==> config.mk <==
export PLATFORM = sky130hd
export DESIGN_NAME = calendar_clock_with_alarm
export DESIGN_NICKNAME = d
export VERILOG_FILES = /design/src/hw/rtl/cca_pkg.sv /design/src/hw/rtl/cca_load.sv /design/src/hw/rtl/cca_wday.sv /design/src/hw/rtl/calendar_clock_with_alarm.sv
export VERILOG_INCLUDE_DIRS = /design/src /design/src/hw/rtl
export SDC_FILE = /design/constraint.sdc
export NUM_CORES = 1
export LEC_CHECK = 0
export ABC_AREA = 1
export BUFFER_PORTS_ARGS = -buffer_cell sky130_fd_sc_hd__buf_2
export CAP_MARGIN = 20
export CORE_MARGIN = 3
export CORE_UTILIZATION = 45
export DETAILED_ROUTE_END_ITERATION = 8
export SLEW_MARGIN = 15
export SYNTH_ARGS = -nofsm -noshare
export SYNTH_HDL_FRONTEND = slang
export SYNTH_HIERARCHICAL = 1
export SYNTH_SLANG_ARGS = --single-unit
==> constraint.sdc <==
create_clock -name aclk -period 5.1 [get_ports aclk]
set_input_delay 1.275 -clock aclk [delete_from_list [all_inputs] [get_ports aclk]]
set_output_delay 1.275 -clock aclk [all_outputs]
set_load 0.02 [all_outputs]
==> src/hw/rtl/calendar_clock_with_alarm_defines.svh <==
// Assertion macros shared by the calendar clock RTL.
`ifndef CALENDAR_CLOCK_WITH_ALARM_DEFINES_SVH
`define CALENDAR_CLOCK_WITH_ALARM_DEFINES_SVH

// Same-cycle implication, checked outside reset.
`define CCA_ASSERT_NOW(label, clk, rstn, ante, cons, msg) \
    label: assert property (@(posedge clk) disable iff (!rstn) (ante) |-> (cons)) \
        else $error(msg);

// Next-cycle implication, checked outside reset.
`define CCA_ASSERT_NEXT(label, clk, rstn, ante, cons, msg) \
    label: assert property (@(posedge clk) disable iff (!rstn) (ante) |=> (cons)) \
        else $error(msg);

`endif

==> src/hw/rtl/cca_pkg.sv <==
// Shared types, constants and calendar functions for the calendar clock.
package cca_pkg;

    localparam int unsigned YEAR_W  = 14;
    localparam int unsigned MONTH_W = 4;
    localparam int unsigned DAY_W   = 5;
    localparam int unsigned HOUR_W  = 5;
    localparam int unsigned MIN_W   = 6;
    localparam int unsigned SEC_W   = 6;
    localparam int unsigned WDAY_W  = 3;
    localparam int unsigned CENT_W  = 7;
    localparam int unsigned CFG_W   = 6;
    localparam int unsigned IDX_W   = 2;

    localparam logic [YEAR_W-1:0]  YEAR_MIN  = 14'd1;
    localparam logic [YEAR_W-1:0]  YEAR_MAX  = 14'd9999;
    localparam logic [MONTH_W-1:0] MONTH_MAX = 4'd12;
    localparam logic [HOUR_W-1:0]  HOUR_MAX  = 5'd23;
    localparam logic [MIN_W-1:0]   MIN_MAX   = 6'd59;
    localparam logic [SEC_W-1:0]   SEC_MAX   = 6'd59;
    localparam logic [CENT_W-1:0]  YR100_MAX = 7'd99;

    // floor(y / 100) == (y * 5243) >> 19 for every 14-bit y
    localparam logic [12:0]        DIV100_MUL = 13'd5243;
    localparam int unsigned        DIV100_SH  = 19;

    localparam logic [MONTH_W-1:0] MONTH_JAN = 4'd1;
    localparam logic [MONTH_W-1:0] MONTH_FEB = 4'd2;
    localparam logic [MONTH_W-1:0] MONTH_APR = 4'd4;
    localparam logic [MONTH_W-1:0] MONTH_JUN = 4'd6;
    localparam logic [MONTH_W-1:0] MONTH_SEP = 4'd9;
    localparam logic [MONTH_W-1:0] MONTH_NOV = 4'd11;
    localparam logic [MONTH_W-1:0] MONTH_DEC = 4'd12;

    localparam logic [DAY_W-1:0]   DAYS_28 = 5'd28;
    localparam logic [DAY_W-1:0]   DAYS_29 = 5'd29;
    localparam logic [DAY_W-1:0]   DAYS_30 = 5'd30;
    localparam logic [DAY_W-1:0]   DAYS_31 = 5'd31;

    // Reset date and time: 2022-03-26 22:56:59
    localparam logic [YEAR_W-1:0]  RST_YEAR   = 14'd2022;
    localparam logic [CENT_W-1:0]  RST_CENT   = 7'd20;
    localparam logic [CENT_W-1:0]  RST_YR100  = 7'd22;
    localparam logic [MONTH_W-1:0] RST_MONTH  = 4'd3;
    localparam logic [DAY_W-1:0]   RST_DAY    = 5'd26;
    localparam logic [HOUR_W-1:0]  RST_HOUR   = 5'd22;
    localparam logic [MIN_W-1:0]   RST_MINUTE = 6'd56;
    localparam logic [SEC_W-1:0]   RST_SECOND = 6'd59;

    localparam logic [HOUR_W-1:0]  RST_AL_HOUR   = 5'd7;
    localparam logic [MIN_W-1:0]   RST_AL_MINUTE = 6'd30;
    localparam logic [SEC_W-1:0]   RST_AL_SECOND = 6'd0;

    typedef enum logic [IDX_W-1:0] {
        CFG_ALARM_HOUR   = 2'd0,
        CFG_ALARM_MINUTE = 2'd1,
        CFG_ALARM_SECOND = 2'd2
    } cfg_idx_t;

    typedef struct packed {
        logic [YEAR_W-1:0]  year;
        logic [MONTH_W-1:0] month;
        logic [DAY_W-1:0]   day;
        logic [HOUR_W-1:0]  hour;
        logic [MIN_W-1:0]   minute;
        logic [SEC_W-1:0]   second;
    } cca_time_t;

    // Load path output: cleaned beat plus year split into century and year-in-century
    typedef struct packed {
        logic               mode;
        cca_time_t          t;
        logic [CENT_W-1:0]  century;
        logic [CENT_W-1:0]  yr100;
    } cca_load_t;

    // Date and time after one beat, handed to the weekday pipeline
    typedef struct packed {
        cca_time_t          t;
        logic [CENT_W-1:0]  century;
        logic               yr100_zero;
    } cca_stage_t;

    typedef struct packed {
        logic [HOUR_W-1:0]  hour;
        logic [MIN_W-1:0]   minute;
        logic [SEC_W-1:0]   second;
    } cca_alarm_t;

    typedef struct packed {
        cca_time_t          t;
        logic [WDAY_W-1:0]  weekday;
        logic               alarm_hit;
        logic               hour_chime;
    } cca_result_t;

    function automatic logic [DAY_W-1:0] month_len(input logic [MONTH_W-1:0] month,
                                                   input logic leap);
        logic [DAY_W-1:0] len;
        case (month)
            MONTH_FEB: len = leap ? DAYS_29 : DAYS_28;
            MONTH_APR, MONTH_JUN, MONTH_SEP, MONTH_NOV: len = DAYS_30;
            default:   len = DAYS_31;
        endcase
        return len;
    endfunction

endpackage

==> src/hw/rtl/cca_load.sv <==
// Load path: input register, field saturation, year split and day clamp.
module cca_load import cca_pkg::*; (
    input  logic      aclk,
    input  logic      aresetn,
    input  logic      s_valid,
    output logic      s_ready,
    input  logic      s_mode,
    input  cca_time_t s_time,
    output logic      ld_valid,
    input  logic      ld_ready,
    output cca_load_t ld_data
);

    logic              in_valid_reg;
    logic              in_mode_reg;
    cca_time_t         in_time_reg;

    logic              a_valid_reg;
    logic              a_mode_reg;
    cca_time_t         a_time_reg;
    logic [CENT_W-1:0] a_cent_reg;

    logic              b_valid_reg;
    cca_load_t         b_data_reg;

    logic              b_ready;
    logic              a_ready;
    logic              in_ready;

    cca_time_t         a_time_next;
    logic [26:0]       a_prod;
    logic [CENT_W-1:0] a_cent_next;

    logic [YEAR_W-1:0] b_hund;
    logic [CENT_W-1:0] b_yr100;
    logic              b_leap;
    logic [DAY_W-1:0]  b_len;
    cca_load_t         b_data_next;

    assign b_ready  = !b_valid_reg || ld_ready;
    assign a_ready  = !a_valid_reg || b_ready;
    assign in_ready = !in_valid_reg || a_ready;
    assign s_ready  = in_ready;
    assign ld_valid = b_valid_reg;
    assign ld_data  = b_data_reg;

    // Saturate every field; day only gets its lower bound here
    always_comb begin
        a_time_next        = in_time_reg;
        if (in_time_reg.year == '0) begin
            a_time_next.year = YEAR_MIN;
        end else if (in_time_reg.year > YEAR_MAX) begin
            a_time_next.year = YEAR_MAX;
        end
        if (in_time_reg.month == '0) begin
            a_time_next.month = MONTH_JAN;
        end else if (in_time_reg.month > MONTH_MAX) begin
            a_time_next.month = MONTH_MAX;
        end
        if (in_time_reg.day == '0) begin
            a_time_next.day = DAY_W'(1);
        end
        if (in_time_reg.hour > HOUR_MAX) begin
            a_time_next.hour = HOUR_MAX;
        end
        if (in_time_reg.minute > MIN_MAX) begin
            a_time_next.minute = MIN_MAX;
        end
        if (in_time_reg.second > SEC_MAX) begin
            a_time_next.second = SEC_MAX;
        end
        a_prod      = 27'(a_time_next.year) * 27'(DIV100_MUL);
        a_cent_next = a_prod[DIV100_SH +: CENT_W];
    end

    // Year in century, leap flag and day clamp to month length
    always_comb begin
        b_hund  = YEAR_W'({a_cent_reg, 6'b0}) + YEAR_W'({a_cent_reg, 5'b0})
                + YEAR_W'({a_cent_reg, 2'b0});
        b_yr100 = CENT_W'(a_time_reg.year - b_hund);
        b_leap  = (a_time_reg.year[1:0] == 2'b00)
                && ((b_yr100 != '0) || (a_cent_reg[1:0] == 2'b00));
        b_len   = month_len(a_time_reg.month, b_leap);
        b_data_next         = '{mode: a_mode_reg, t: a_time_reg,
                                century: a_cent_reg, yr100: b_yr100};
        if (a_time_reg.day > b_len) begin
            b_data_next.t.day = b_len;
        end
    end

    always_ff @(posedge aclk) begin
        if (!aresetn) begin
            in_valid_reg <= 1'b0;
            a_valid_reg  <= 1'b0;
            b_valid_reg  <= 1'b0;
        end else begin
            if (in_ready) begin
                in_valid_reg <= s_valid;
            end
            if (a_ready) begin
                a_valid_reg <= in_valid_reg;
            end
            if (b_ready) begin
                b_valid_reg <= a_valid_reg;
            end
        end
    end

    always_ff @(posedge aclk) begin
        if (s_valid && in_ready) begin
            in_mode_reg <= s_mode;
            in_time_reg <= s_time;
        end
        if (in_valid_reg && a_ready) begin
            a_mode_reg <= in_mode_reg;
            a_time_reg <= a_time_next;
            a_cent_reg <= a_cent_next;
        end
        if (a_valid_reg && b_ready) begin
            b_data_reg <= b_data_next;
        end
    end

endmodule

==> src/hw/rtl/cca_wday.sv <==
// Weekday pipeline, alarm and chime flags, and the result register.
module cca_wday import cca_pkg::*; (
    input  logic        aclk,
    input  logic        aresetn,
    input  logic        st_valid,
    output logic        st_ready,
    input  cca_stage_t  st_data,
    input  cca_alarm_t  alarm,
    output logic        m_valid,
    input  logic        m_ready,
    output cca_result_t m_data
);

    function automatic logic [3:0] month_term(input logic [MONTH_W-1:0] m);
        logic [3:0] v;
        case (m)
            4'd3:    v = 4'd2;
            4'd4:    v = 4'd3;
            4'd5:    v = 4'd3;
            4'd6:    v = 4'd4;
            4'd7:    v = 4'd4;
            4'd8:    v = 4'd5;
            4'd9:    v = 4'd6;
            4'd10:   v = 4'd6;
            4'd11:   v = 4'd7;
            4'd12:   v = 4'd7;
            4'd13:   v = 4'd8;
            4'd14:   v = 4'd9;
            default: v = 4'd0;
        endcase
        return v;
    endfunction

    // 8 == 1 mod 7: fold octal digits twice, then one subtract
    function automatic logic [2:0] mod7(input logic [14:0] v);
        logic [5:0] s1;
        logic [3:0] s2;
        logic [3:0] s3;
        s1 = 6'(v[2:0]) + 6'(v[5:3]) + 6'(v[8:6]) + 6'(v[11:9]) + 6'(v[14:12]);
        s2 = 4'(s1[2:0]) + 4'(s1[5:3]);
        s3 = (s2 >= 4'd7) ? (s2 - 4'd7) : s2;
        return s3[2:0];
    endfunction

    logic               p2_valid_reg;
    cca_time_t          p2_time_reg;
    logic [14:0]        p2_a_reg;
    logic [6:0]         p2_b_reg;
    logic [CENT_W-1:0]  p2_c_reg;
    logic               p2_alarm_reg;
    logic               p2_chime_reg;

    logic               p3_valid_reg;
    cca_time_t          p3_time_reg;
    logic [14:0]        p3_sum_reg;
    logic               p3_alarm_reg;
    logic               p3_chime_reg;

    logic               out_valid_reg;
    cca_result_t        out_data_reg;

    logic               out_ready;
    logic               p3_ready;
    logic               p2_ready;

    logic               early;
    logic [MONTH_W-1:0] m_adj;
    logic [YEAR_W-1:0]  y_adj;
    logic [CENT_W-1:0]  q_adj;
    logic [14:0]        p2_a_next;
    logic [6:0]         p2_b_next;
    logic [14:0]        p3_sum_next;

    assign out_ready = !out_valid_reg || m_ready;
    assign p3_ready  = !p3_valid_reg || out_ready;
    assign p2_ready  = !p2_valid_reg || p3_ready;
    assign st_ready  = p2_ready;
    assign m_valid   = out_valid_reg;
    assign m_data    = out_data_reg;

    // January and February count as months 13 and 14 of the previous year
    always_comb begin
        early     = (st_data.t.month <= MONTH_FEB);
        m_adj     = early ? (st_data.t.month + MONTH_W'(12)) : st_data.t.month;
        y_adj     = early ? (st_data.t.year - YEAR_W'(1)) : st_data.t.year;
        q_adj     = (early && st_data.yr100_zero) ? (st_data.century - CENT_W'(1))
                                                  : st_data.century;
        p2_a_next = 15'(y_adj) + 15'(y_adj >> 2);
        p2_b_next = 7'(st_data.t.day) + 7'({m_adj, 1'b0}) + 7'(month_term(m_adj))
                  + 7'(q_adj >> 2);
    end

    assign p3_sum_next = p2_a_reg + 15'(p2_b_reg) - 15'(p2_c_reg);

    always_ff @(posedge aclk) begin
        if (!aresetn) begin
            p2_valid_reg  <= 1'b0;
            p3_valid_reg  <= 1'b0;
            out_valid_reg <= 1'b0;
        end else begin
            if (p2_ready) begin
                p2_valid_reg <= st_valid;
            end
            if (p3_ready) begin
                p3_valid_reg <= p2_valid_reg;
            end
            if (out_ready) begin
                out_valid_reg <= p3_valid_reg;
            end
        end
    end

    always_ff @(posedge aclk) begin
        if (st_valid && p2_ready) begin
            p2_time_reg  <= st_data.t;
            p2_a_reg     <= p2_a_next;
            p2_b_reg     <= p2_b_next;
            p2_c_reg     <= q_adj;
            p2_alarm_reg <= (st_data.t.hour == alarm.hour)
                         && (st_data.t.minute == alarm.minute)
                         && (st_data.t.second == alarm.second);
            p2_chime_reg <= (st_data.t.minute == '0) && (st_data.t.second == '0);
        end
        if (p2_valid_reg && p3_ready) begin
            p3_time_reg  <= p2_time_reg;
            p3_sum_reg   <= p3_sum_next;
            p3_alarm_reg <= p2_alarm_reg;
            p3_chime_reg <= p2_chime_reg;
        end
        if (p3_valid_reg && out_ready) begin
            out_data_reg.t          <= p3_time_reg;
            out_data_reg.weekday    <= mod7(p3_sum_reg) + WDAY_W'(1);
            out_data_reg.alarm_hit  <= p3_alarm_reg;
            out_data_reg.hour_chime <= p3_chime_reg;
        end
    end

endmodule

==> src/hw/rtl/calendar_clock_with_alarm.sv <==
// Top level of the calendar clock with alarm and hourly chime.
//
//  Channel   Ports                               Content
//  --------  ----------------------------------  -----------------------------------
//  input     s_tvalid s_tready s_tdata s_tuser   tick (tuser 0) or date/time load
//  result    m_tvalid m_tready m_tdata           date, time, weekday, alarm, chime
//  config    cfg_wr_en cfg_addr cfg_wdata        alarm hour, minute, second
//
//  One beat is accepted per cycle while s_tready is high; each beat yields one
//  result beat. The clock state updates through combinational carry logic,
//  so beats follow back to back. Reset gives 2022-03-26 22:56:59 and alarm 07:30:00.
//  A stalled result holds in the output register while bubbles further up
//  keep taking input beats; s_tready drops only when every stage is full.
`include "calendar_clock_with_alarm_defines.svh"

module calendar_clock_with_alarm import cca_pkg::*; (
    input  logic             aclk,
    input  logic             aresetn,
    // tdata: year[13:0], month[17:14], day[22:18], hour[27:23],
    //        minute[33:28], second[39:34]
    input  logic             s_tvalid,
    output logic             s_tready,
    input  logic [39:0]      s_tdata,
    // tuser: mode[0] (0 tick, 1 load)
    input  logic             s_tuser,
    // tdata: year[13:0], month[17:14], day[22:18], hour[27:23],
    //        minute[33:28], second[39:34], weekday[42:40], alarm_hit[43],
    //        hour_chime[44], zero[47:45]
    output logic             m_tvalid,
    input  logic             m_tready,
    output logic [47:0]      m_tdata,
    input  logic             cfg_wr_en,
    input  logic [IDX_W-1:0] cfg_addr,
    input  logic [CFG_W-1:0] cfg_wdata
);

    cca_time_t          s_time;

    logic               ld_valid;
    logic               ld_ready;
    cca_load_t          ld_data;
    logic               ld_take;

    // Running clock state
    logic [YEAR_W-1:0]  cur_year_reg,   cur_year_next;
    logic [CENT_W-1:0]  cur_cent_reg,   cur_cent_next;
    logic [CENT_W-1:0]  cur_yr100_reg,  cur_yr100_next;
    logic [MONTH_W-1:0] cur_month_reg,  cur_month_next;
    logic [DAY_W-1:0]   cur_day_reg,    cur_day_next;
    logic [HOUR_W-1:0]  cur_hour_reg,   cur_hour_next;
    logic [MIN_W-1:0]   cur_minute_reg, cur_minute_next;
    logic [SEC_W-1:0]   cur_second_reg, cur_second_next;
    logic               cur_leap;

    logic               st_valid_reg;
    cca_stage_t         st_data_reg;
    cca_stage_t         st_data_next;
    logic               wd_ready;

    cca_alarm_t         alarm_reg;

    logic               res_valid;
    cca_result_t        res_data;

    assign s_time = '{year:   s_tdata[13:0],  month:  s_tdata[17:14],
                      day:    s_tdata[22:18], hour:   s_tdata[27:23],
                      minute: s_tdata[33:28], second: s_tdata[39:34]};

    // Saturate and split the load fields ahead of the clock state
    cca_load u_load (
        .aclk     (aclk),
        .aresetn  (aresetn),
        .s_valid  (s_tvalid),
        .s_ready  (s_tready),
        .s_mode   (s_tuser),
        .s_time   (s_time),
        .ld_valid (ld_valid),
        .ld_ready (ld_ready),
        .ld_data  (ld_data)
    );

    assign ld_ready = !st_valid_reg || wd_ready;
    assign ld_take  = ld_valid && ld_ready;

    assign cur_leap = (cur_year_reg[1:0] == 2'b00)
                   && ((cur_yr100_reg != '0) || (cur_cent_reg[1:0] == 2'b00));

    // Advance one second with carries, or take the loaded date and time
    always_comb begin
        cur_year_next   = cur_year_reg;
        cur_cent_next   = cur_cent_reg;
        cur_yr100_next  = cur_yr100_reg;
        cur_month_next  = cur_month_reg;
        cur_day_next    = cur_day_reg;
        cur_hour_next   = cur_hour_reg;
        cur_minute_next = cur_minute_reg;
        cur_second_next = cur_second_reg;
        if (ld_data.mode) begin
            cur_year_next   = ld_data.t.year;
            cur_cent_next   = ld_data.century;
            cur_yr100_next  = ld_data.yr100;
            cur_month_next  = ld_data.t.month;
            cur_day_next    = ld_data.t.day;
            cur_hour_next   = ld_data.t.hour;
            cur_minute_next = ld_data.t.minute;
            cur_second_next = ld_data.t.second;
        end else if (cur_second_reg != SEC_MAX) begin
            cur_second_next = cur_second_reg + SEC_W'(1);
        end else begin
            cur_second_next = '0;
            if (cur_minute_reg != MIN_MAX) begin
                cur_minute_next = cur_minute_reg + MIN_W'(1);
            end else begin
                cur_minute_next = '0;
                if (cur_hour_reg != HOUR_MAX) begin
                    cur_hour_next = cur_hour_reg + HOUR_W'(1);
                end else begin
                    cur_hour_next = '0;
                    if (cur_day_reg < month_len(cur_month_reg, cur_leap)) begin
                        cur_day_next = cur_day_reg + DAY_W'(1);
                    end else begin
                        cur_day_next = DAY_W'(1);
                        if (cur_month_reg != MONTH_DEC) begin
                            cur_month_next = cur_month_reg + MONTH_W'(1);
                        end else begin
                            cur_month_next = MONTH_JAN;
                            // wrap past the last year back to year one
                            if (cur_year_reg >= YEAR_MAX) begin
                                cur_year_next  = YEAR_MIN;
                                cur_cent_next  = '0;
                                cur_yr100_next = CENT_W'(1);
                            end else begin
                                cur_year_next = cur_year_reg + YEAR_W'(1);
                                if (cur_yr100_reg == YR100_MAX) begin
                                    cur_yr100_next = '0;
                                    cur_cent_next  = cur_cent_reg + CENT_W'(1);
                                end else begin
                                    cur_yr100_next = cur_yr100_reg + CENT_W'(1);
                                end
                            end
                        end
                    end
                end
            end
        end
        st_data_next = '{t: '{year: cur_year_next, month: cur_month_next,
                              day: cur_day_next, hour: cur_hour_next,
                              minute: cur_minute_next, second: cur_second_next},
                         century: cur_cent_next,
                         yr100_zero: (cur_yr100_next == '0)};
    end

    always_ff @(posedge aclk) begin
        if (!aresetn) begin
            cur_year_reg   <= RST_YEAR;
            cur_cent_reg   <= RST_CENT;
            cur_yr100_reg  <= RST_YR100;
            cur_month_reg  <= RST_MONTH;
            cur_day_reg    <= RST_DAY;
            cur_hour_reg   <= RST_HOUR;
            cur_minute_reg <= RST_MINUTE;
            cur_second_reg <= RST_SECOND;
            st_valid_reg   <= 1'b0;
        end else begin
            if (ld_take) begin
                cur_year_reg   <= cur_year_next;
                cur_cent_reg   <= cur_cent_next;
                cur_yr100_reg  <= cur_yr100_next;
                cur_month_reg  <= cur_month_next;
                cur_day_reg    <= cur_day_next;
                cur_hour_reg   <= cur_hour_next;
                cur_minute_reg <= cur_minute_next;
                cur_second_reg <= cur_second_next;
            end
            if (ld_ready) begin
                st_valid_reg <= ld_valid;
            end
        end
    end

    // Hold a copy of the new date and time for the weekday pipeline
    always_ff @(posedge aclk) begin
        if (ld_take) begin
            st_data_reg <= st_data_next;
        end
    end

    // Alarm registers; an unknown index is dropped
    always_ff @(posedge aclk) begin
        if (!aresetn) begin
            alarm_reg <= '{hour: RST_AL_HOUR, minute: RST_AL_MINUTE,
                           second: RST_AL_SECOND};
        end else if (cfg_wr_en) begin
            case (cfg_addr)
                CFG_ALARM_HOUR:   alarm_reg.hour   <= cfg_wdata[HOUR_W-1:0];
                CFG_ALARM_MINUTE: alarm_reg.minute <= cfg_wdata[MIN_W-1:0];
                CFG_ALARM_SECOND: alarm_reg.second <= cfg_wdata[SEC_W-1:0];
                default: begin
                end
            endcase
        end
    end

    cca_wday u_wday (
        .aclk     (aclk),
        .aresetn  (aresetn),
        .st_valid (st_valid_reg),
        .st_ready (wd_ready),
        .st_data  (st_data_reg),
        .alarm    (alarm_reg),
        .m_valid  (res_valid),
        .m_ready  (m_tready),
        .m_data   (res_data)
    );

    assign m_tvalid = res_valid;
    assign m_tdata  = {3'b000, res_data.hour_chime, res_data.alarm_hit, res_data.weekday,
                       res_data.t.second, res_data.t.minute, res_data.t.hour,
                       res_data.t.day, res_data.t.month, res_data.t.year};

    // Time of day never leaves its range
    `CCA_ASSERT_NOW(a_time_range, aclk, aresetn, 1'b1, (cur_second_reg <= SEC_MAX) && (cur_minute_reg <= MIN_MAX) && (cur_hour_reg <= HOUR_MAX), "clock state out of range")

    // Century and year-in-century track the year
    `CCA_ASSERT_NOW(a_year_split, aclk, aresetn, 1'b1, ((YEAR_W'(cur_cent_reg) * YEAR_W'(100)) + YEAR_W'(cur_yr100_reg)) == cur_year_reg, "year split out of step")

    // A tick without second carry bumps the second and leaves the minute
    `CCA_ASSERT_NEXT(a_tick_second, aclk, aresetn, ld_take && !ld_data.mode && (cur_second_reg != SEC_MAX), (cur_second_reg == ($past(cur_second_reg) + SEC_W'(1))) && $stable(cur_minute_reg), "tick did not advance second")

endmodule

Word-level counts from Yosys, hierarchy flattened
Memories as Yosys holds them, arrays and structs flattened.
Index checks and enable logic that the tools add are counted.
- bits in registers: 443
- bits in read-only memories: 64
- output and inout port bits: 50
- memories kept: 1
- word-level logic and storage cells: 246
- memory list (name ; words ; bits a word ; rd ports ; clocked after Yosys merged registers in ; wr ports ; line ; source):
    (name not given) ; 16 ; 4 ; 1 ; 0 ; 0 ; cca_wday.sv:16 ; case (m)
- reductions and logical operators: 48
- multipliers: 1
- add/subtract/negate cells: 27
- mux-type cells: 59
- equality and inequality tests: 20
- order comparisons: 10
- operators by type and width (kind ; number):
    14-bit two-way mux ; 10
    7-bit two-way mux ; 17
    5-bit two-way mux ; 14
    4-bit two-way mux ; 8
    6-bit two-way mux ; 5
    14-bit by 13-bit multiplier with 26-bit output (second input constant) ; 1
    6-bit by 3-bit adder with 6-bit output ; 3
    4-bit by 3-bit equality test with 1-bit output (second input constant) ; 4
    4-bit equality test (second input constant) ; 4
    14-bit by 12-bit adder with 15-bit output ; 1
    15-bit by 7-bit adder with 15-bit output ; 1
    15-bit by 7-bit subtractor with 15-bit output ; 1
    14-bit by 1-bit adder with 14-bit output (second input constant) ; 1
    7-bit by 1-bit adder with 7-bit output (second input constant) ; 2
    7-bit adder ; 2
    14-bit greater-or-equal comparator (second input constant) ; 1
    14-bit > comparator (second input constant) ; 1
    14-bit zero test ; 1
    7-bit nonzero test ; 2
    14-bit by 1-bit subtractor with 14-bit output (second input constant) ; 1
    1-bit logical AND ; 13
    6-bit by 1-bit adder with 6-bit output (second input constant) ; 2
    6-bit equality test ; 2
    6-bit > comparator (second input constant) ; 2
    other kinds (39) ; 66

Longest topological paths before layout
- word-level depth: 16
- depth in mapped cells: 28
- depth with buffers taken out: 28

Modules after synthesis
The synthesis kept the hierarchy.
- by module, submodules not included (module ; times used ; cells an instance ; area an instance (µm²)):
    cca_load ; 1 ; 763 ; 8882.3
    cca_wday ; 1 ; 719 ; 8730.9
    calendar_clock_with_alarm ; 1 ; 867 ; 6507.5

Worst setup path before layout
Ideal clock, no wire load.
- path kind: register -> register
- from: register u_load/in_time_reg[33] in the netlist's numbering
- to: register u_load.a_cent_reg[6] (data pin)
- slack: -83 ps
- period minus slack after synthesis: 5183 ps
- arrival time: 4923 ps
- cell stages (with the launch flop): 25
- buffers on the path: 0
- required time: 4840 ps
- setup time: 260 ps
- path through: edfxtp_1 nor2_1 nand3_1 nand4_1 nand3_1 nand2_2 inv_1 nor2_1 inv_1 fa_1 inv_1 ha_1 fa_1 fa_1 inv_1 fa_1 inv_1 ha_1 nand2_1 inv_1 a21oi_1 nor2_1 o21bai_1 nand3_1 xor2_1
- RTL lines (what ; line ; source):
    from (decl) ; cca_load.sv:16 ; cca_time_t in_time_reg;
    from (signal assigned) ; cca_load.sv:112 ; in_time_reg <= s_time;
    to (signal assigned) ; cca_load.sv:117 ; a_cent_reg <= a_cent_next;
    to (decl) ; cca_load.sv:21 ; logic [CENT_W-1:0] a_cent_reg;

==> summary.txt <==
Setup path
  • Worst Setup End Kind: flip-flop
  • CP arrival: between 5 and 6 ns
  • Critical path class: flip-flop to flip-flop
  • Cell family with most CP delay: adder cells
  • Crit-path max FO: 6
  • Crit start category: flip-flop
  • Most used cell, CP: inv_2
  • Buf+Inv Stages, Crit Path: 6
  • Max stage delay on crit path: 0.56 ns
  • Slowest CP cell: fa_1
  • WP data required: 5.43 ns

Timing
  • Worst-margin pin slew: around 0.96 ns
  • Final Slew Violations: 0
  • Hold slack: 0.413 ns
  • Setup TNS: 0 ns
  • Setup slack after layout: 0.150 ns
  • RSZ-0062 raised after global routing: yes
  • Fmax: 202 MHz
  • Final Setup Violations: 0
  • Setup Skew: 0.0267 ns
  • Hold Violations, Final: 0
  • Max-slew headroom: 36.2%
  • Tmin final: 4.95 ns
  • Final period utilization: 97.1%

Cells and area
  • Largest register FFs: 53
  • Area grow syn2layout: 16.2%
  • # nets final: around 2,800
  • Antenna diode count: 0
  • Filler Cell Count: between 4,000 and 5,000
  • Layout cells sized above 1: ~16%
  • Non-filler cells, final: 3,233

Yosys
  • Synthesized area per cell: 10.3 sq um
  • Post-synth EDFFs: 363
  • Synth Warn #: 6
  • Synth async-reset ratio: 0%
  • Flop and latch count out of synthesis: 441
  • Netlist cell types: 64
  • Synth Instances: 2,349
  • Main flop type after synthesis: edfxtp_1
  • Post-Synthesis Cell Area: about 24,000 sq um
  • Seq/Total Area, Yosys: 51.7%

Power
  • Static leakage: 12.1 nW
  • Peak supply drop: about 0.64 mV
  • Total chip power: 14.4 mW
  • Pwr per Cell Area: roughly 500 nW/um^2

Routing
  • Post-route ant nets: 0
  • DR vias/cell: 5.06
  • Vias: 16,400
  • DRC viols: 0
  • Detailed Route Iter0 Violations: 1,119
  • Wirelength per Cell: between 15 and 20 microns
  • DRT Pass-1 Iters: 5
  • Final WL: 52.5 mm

Clocking
  • CTS Buffer Depth: 3
  • Worst-Skew Late Latency: 0.59 ns
  • Sink Count: roughly 440
  • CTS tree: built
  • H-tree depth: 2
  • Worst-path clk slew: 0.07 ns
  • Root Buffer: clkbuf_16
  • TritonCTS buffer count: 47
  • Post-cts hold buffer count: 0

Place
  • Placed insts: approximately 3,100
  • GPL Wtd Cong: 0.862
  • Detailed Place HPWL: 39.1 mm
  • Dpl ws: -0.0784 ns
  • Port bufs: 100

Flow run
  • Max cap viols: 0

Global routing
  • Largest net degree at the start of global routing: a little over 60
  • Initial antenna violation count: 0
  • Total grt overflow: 0
  • Gr usage total: between 10% and 20%
  • First-pass GRT wire length: 84.5 mm
  • Number of global-route vias before repair: 16,400

Die
  • Die extent in y: 238 microns
  • Core area: 52,800 sq um
  • Cell Rows: 84
  • Initial Utilization: roughly 46%
  • Die X: ~240 microns
  • Die Area: roughly 56,000 sq um
  • IO Count: 104

Worst hold path
  • Worst min path class: flip-flop to flip-flop

Outcome
  • Status: finished, final reports clean
==> metal layers <==
layer | wire [microns] | vias up | GRT usage (%)
met5 | 0 | - | 0
met4 | 1020 | 0 | 4.87
met3 | 2380 | 76 | 2.32
met2 | 25400 | 413 | 31.8
met1 | 23800 | 7775 | 25.2
li1 | - | 8090 | -
==> placed cells by master (no fill, tap or decap), types with 14 or more instances in the layout <==
| cell type | count |
|---|---|
| a21oi_1 | 105 |
| buf_2 | 100 |
| buf_4 | 51 |
| clkbuf_16 | 49 |
| dfxtp_1 | 78 |
| edfxtp_1 | 363 |
| fa_1 | 84 |
| ha_1 | 147 |
| ha_4 | 17 |
| inv_1 | 368 |
| inv_2 | 30 |
| nand2_1 | 429 |
| nand2_2 | 26 |
| nand3_1 | 112 |
| nand4_1 | 34 |
| nor2_1 | 139 |
| nor3_1 | 17 |
| o21ai_0 | 68 |
| o21ai_1 | 22 |
| o21bai_1 | 14 |
| xnor2_1 | 25 |
| xor2_1 | 58 |
==> cell type report <==
type / instances / area (sq um) / share of cell area [%]
clock buffers: 59 / 1310 / 4.69
clock inverters: 29 / 459 / 1.64
inverters: 406 / 1540 / 5.51
multi-input cells: 1446 / 10300 / 36.9
flip-flops and latches: 441 / 12500 / 44.5
well taps: 688 / 861 / 3.07
repair buffers: 164 / 1040 / 3.71
==> through the flow <==
stage	cell area (sq um)	utilization, %
after floorplan	24100	-
after global placement	25600	48.5
after detailed placement	25600	48.5
after CTS	27400	51.9
after global routing	28000	53.1
final	28000	53.1
==> where the power goes <==
part | internal (mW) | switching (mW)
registers | 4.09 | 0.0909
logic | 2.60 | 3.76
clock network | 2.32 | 1.49
total | 9.01 | 5.34
==> timing repair <==
item / in CTS / in global routing
gates resized for setup: 7 / 118
gates cloned: 0 / 0
buffers inserted: 1 / 17
pin swaps: 1 / 58
setup endpoints to repair: 5 / 7
==> synth_stat cells, drive strengths merged (4+ instances only) <==
| cell | n | area share, % |
|---|---|---|
| nand3b | 5 | 0.16 |
| inv | 405 | 6.3 |
| o21bai | 14 | 0.44 |
| nor2 | 160 | 2.7 |
| clkbuf | 41 | 0.64 |
| xnor2 | 25 | 0.91 |
| nor4 | 6 | 0.24 |
| xor2 | 59 | 2.1 |
| or2 | 4 | 0.10 |
| dfxtp | 78 | 6.5 |
| a21oi | 117 | 2.5 |
| nand4 | 36 | 0.99 |
| edfxtp | 363 | 45 |
| buf | 17 | 0.54 |
| nor3 | 26 | 0.73 |
| a31oi | 5 | 0.13 |
| fa | 86 | 7.1 |
| nand2 | 464 | 7.4 |
| o211ai | 13 | 0.43 |
| o21ai | 95 | 2.0 |
| a21o | 9 | 0.29 |
| ha | 170 | 8.8 |
| nand3 | 122 | 2.7 |
==> final timing paths <==
path / start / to / cells after the start / slack [ns]
hold / removal: u_wday/p2_time_reg[26] / u_wday/p3_time_reg[26] / 0 / 0.41
setup reg to reg: u_load/in_time_reg[32] / u_load/a_cent_reg[2] / 28 / 0.15
hold reg to reg: u_wday/p2_time_reg[26] / u_wday/p3_time_reg[26] / 0 / 0.41
setup / recovery: u_load/in_time_reg[32] / u_load/a_cent_reg[2] / 28 / 0.15
==> cells by family (layout without fill, tap and decap cells) <==
logic type | Yosys count | in the layout | synth area share [%]
compound gates | 271 | 271 | 6.42
other cells | 1 | 3 | 0.0155
buf+inv | 464 | 658 | 7.51
fa+ha+maj | 256 | 256 | 16.0
mux | 1 | 1 | 0.0467
simple gates | 831 | 831 | 15.3
xor+xnor | 84 | 84 | 3.05
flops | 441 | 441 | 51.7
(Power assumes the default switching activity.)
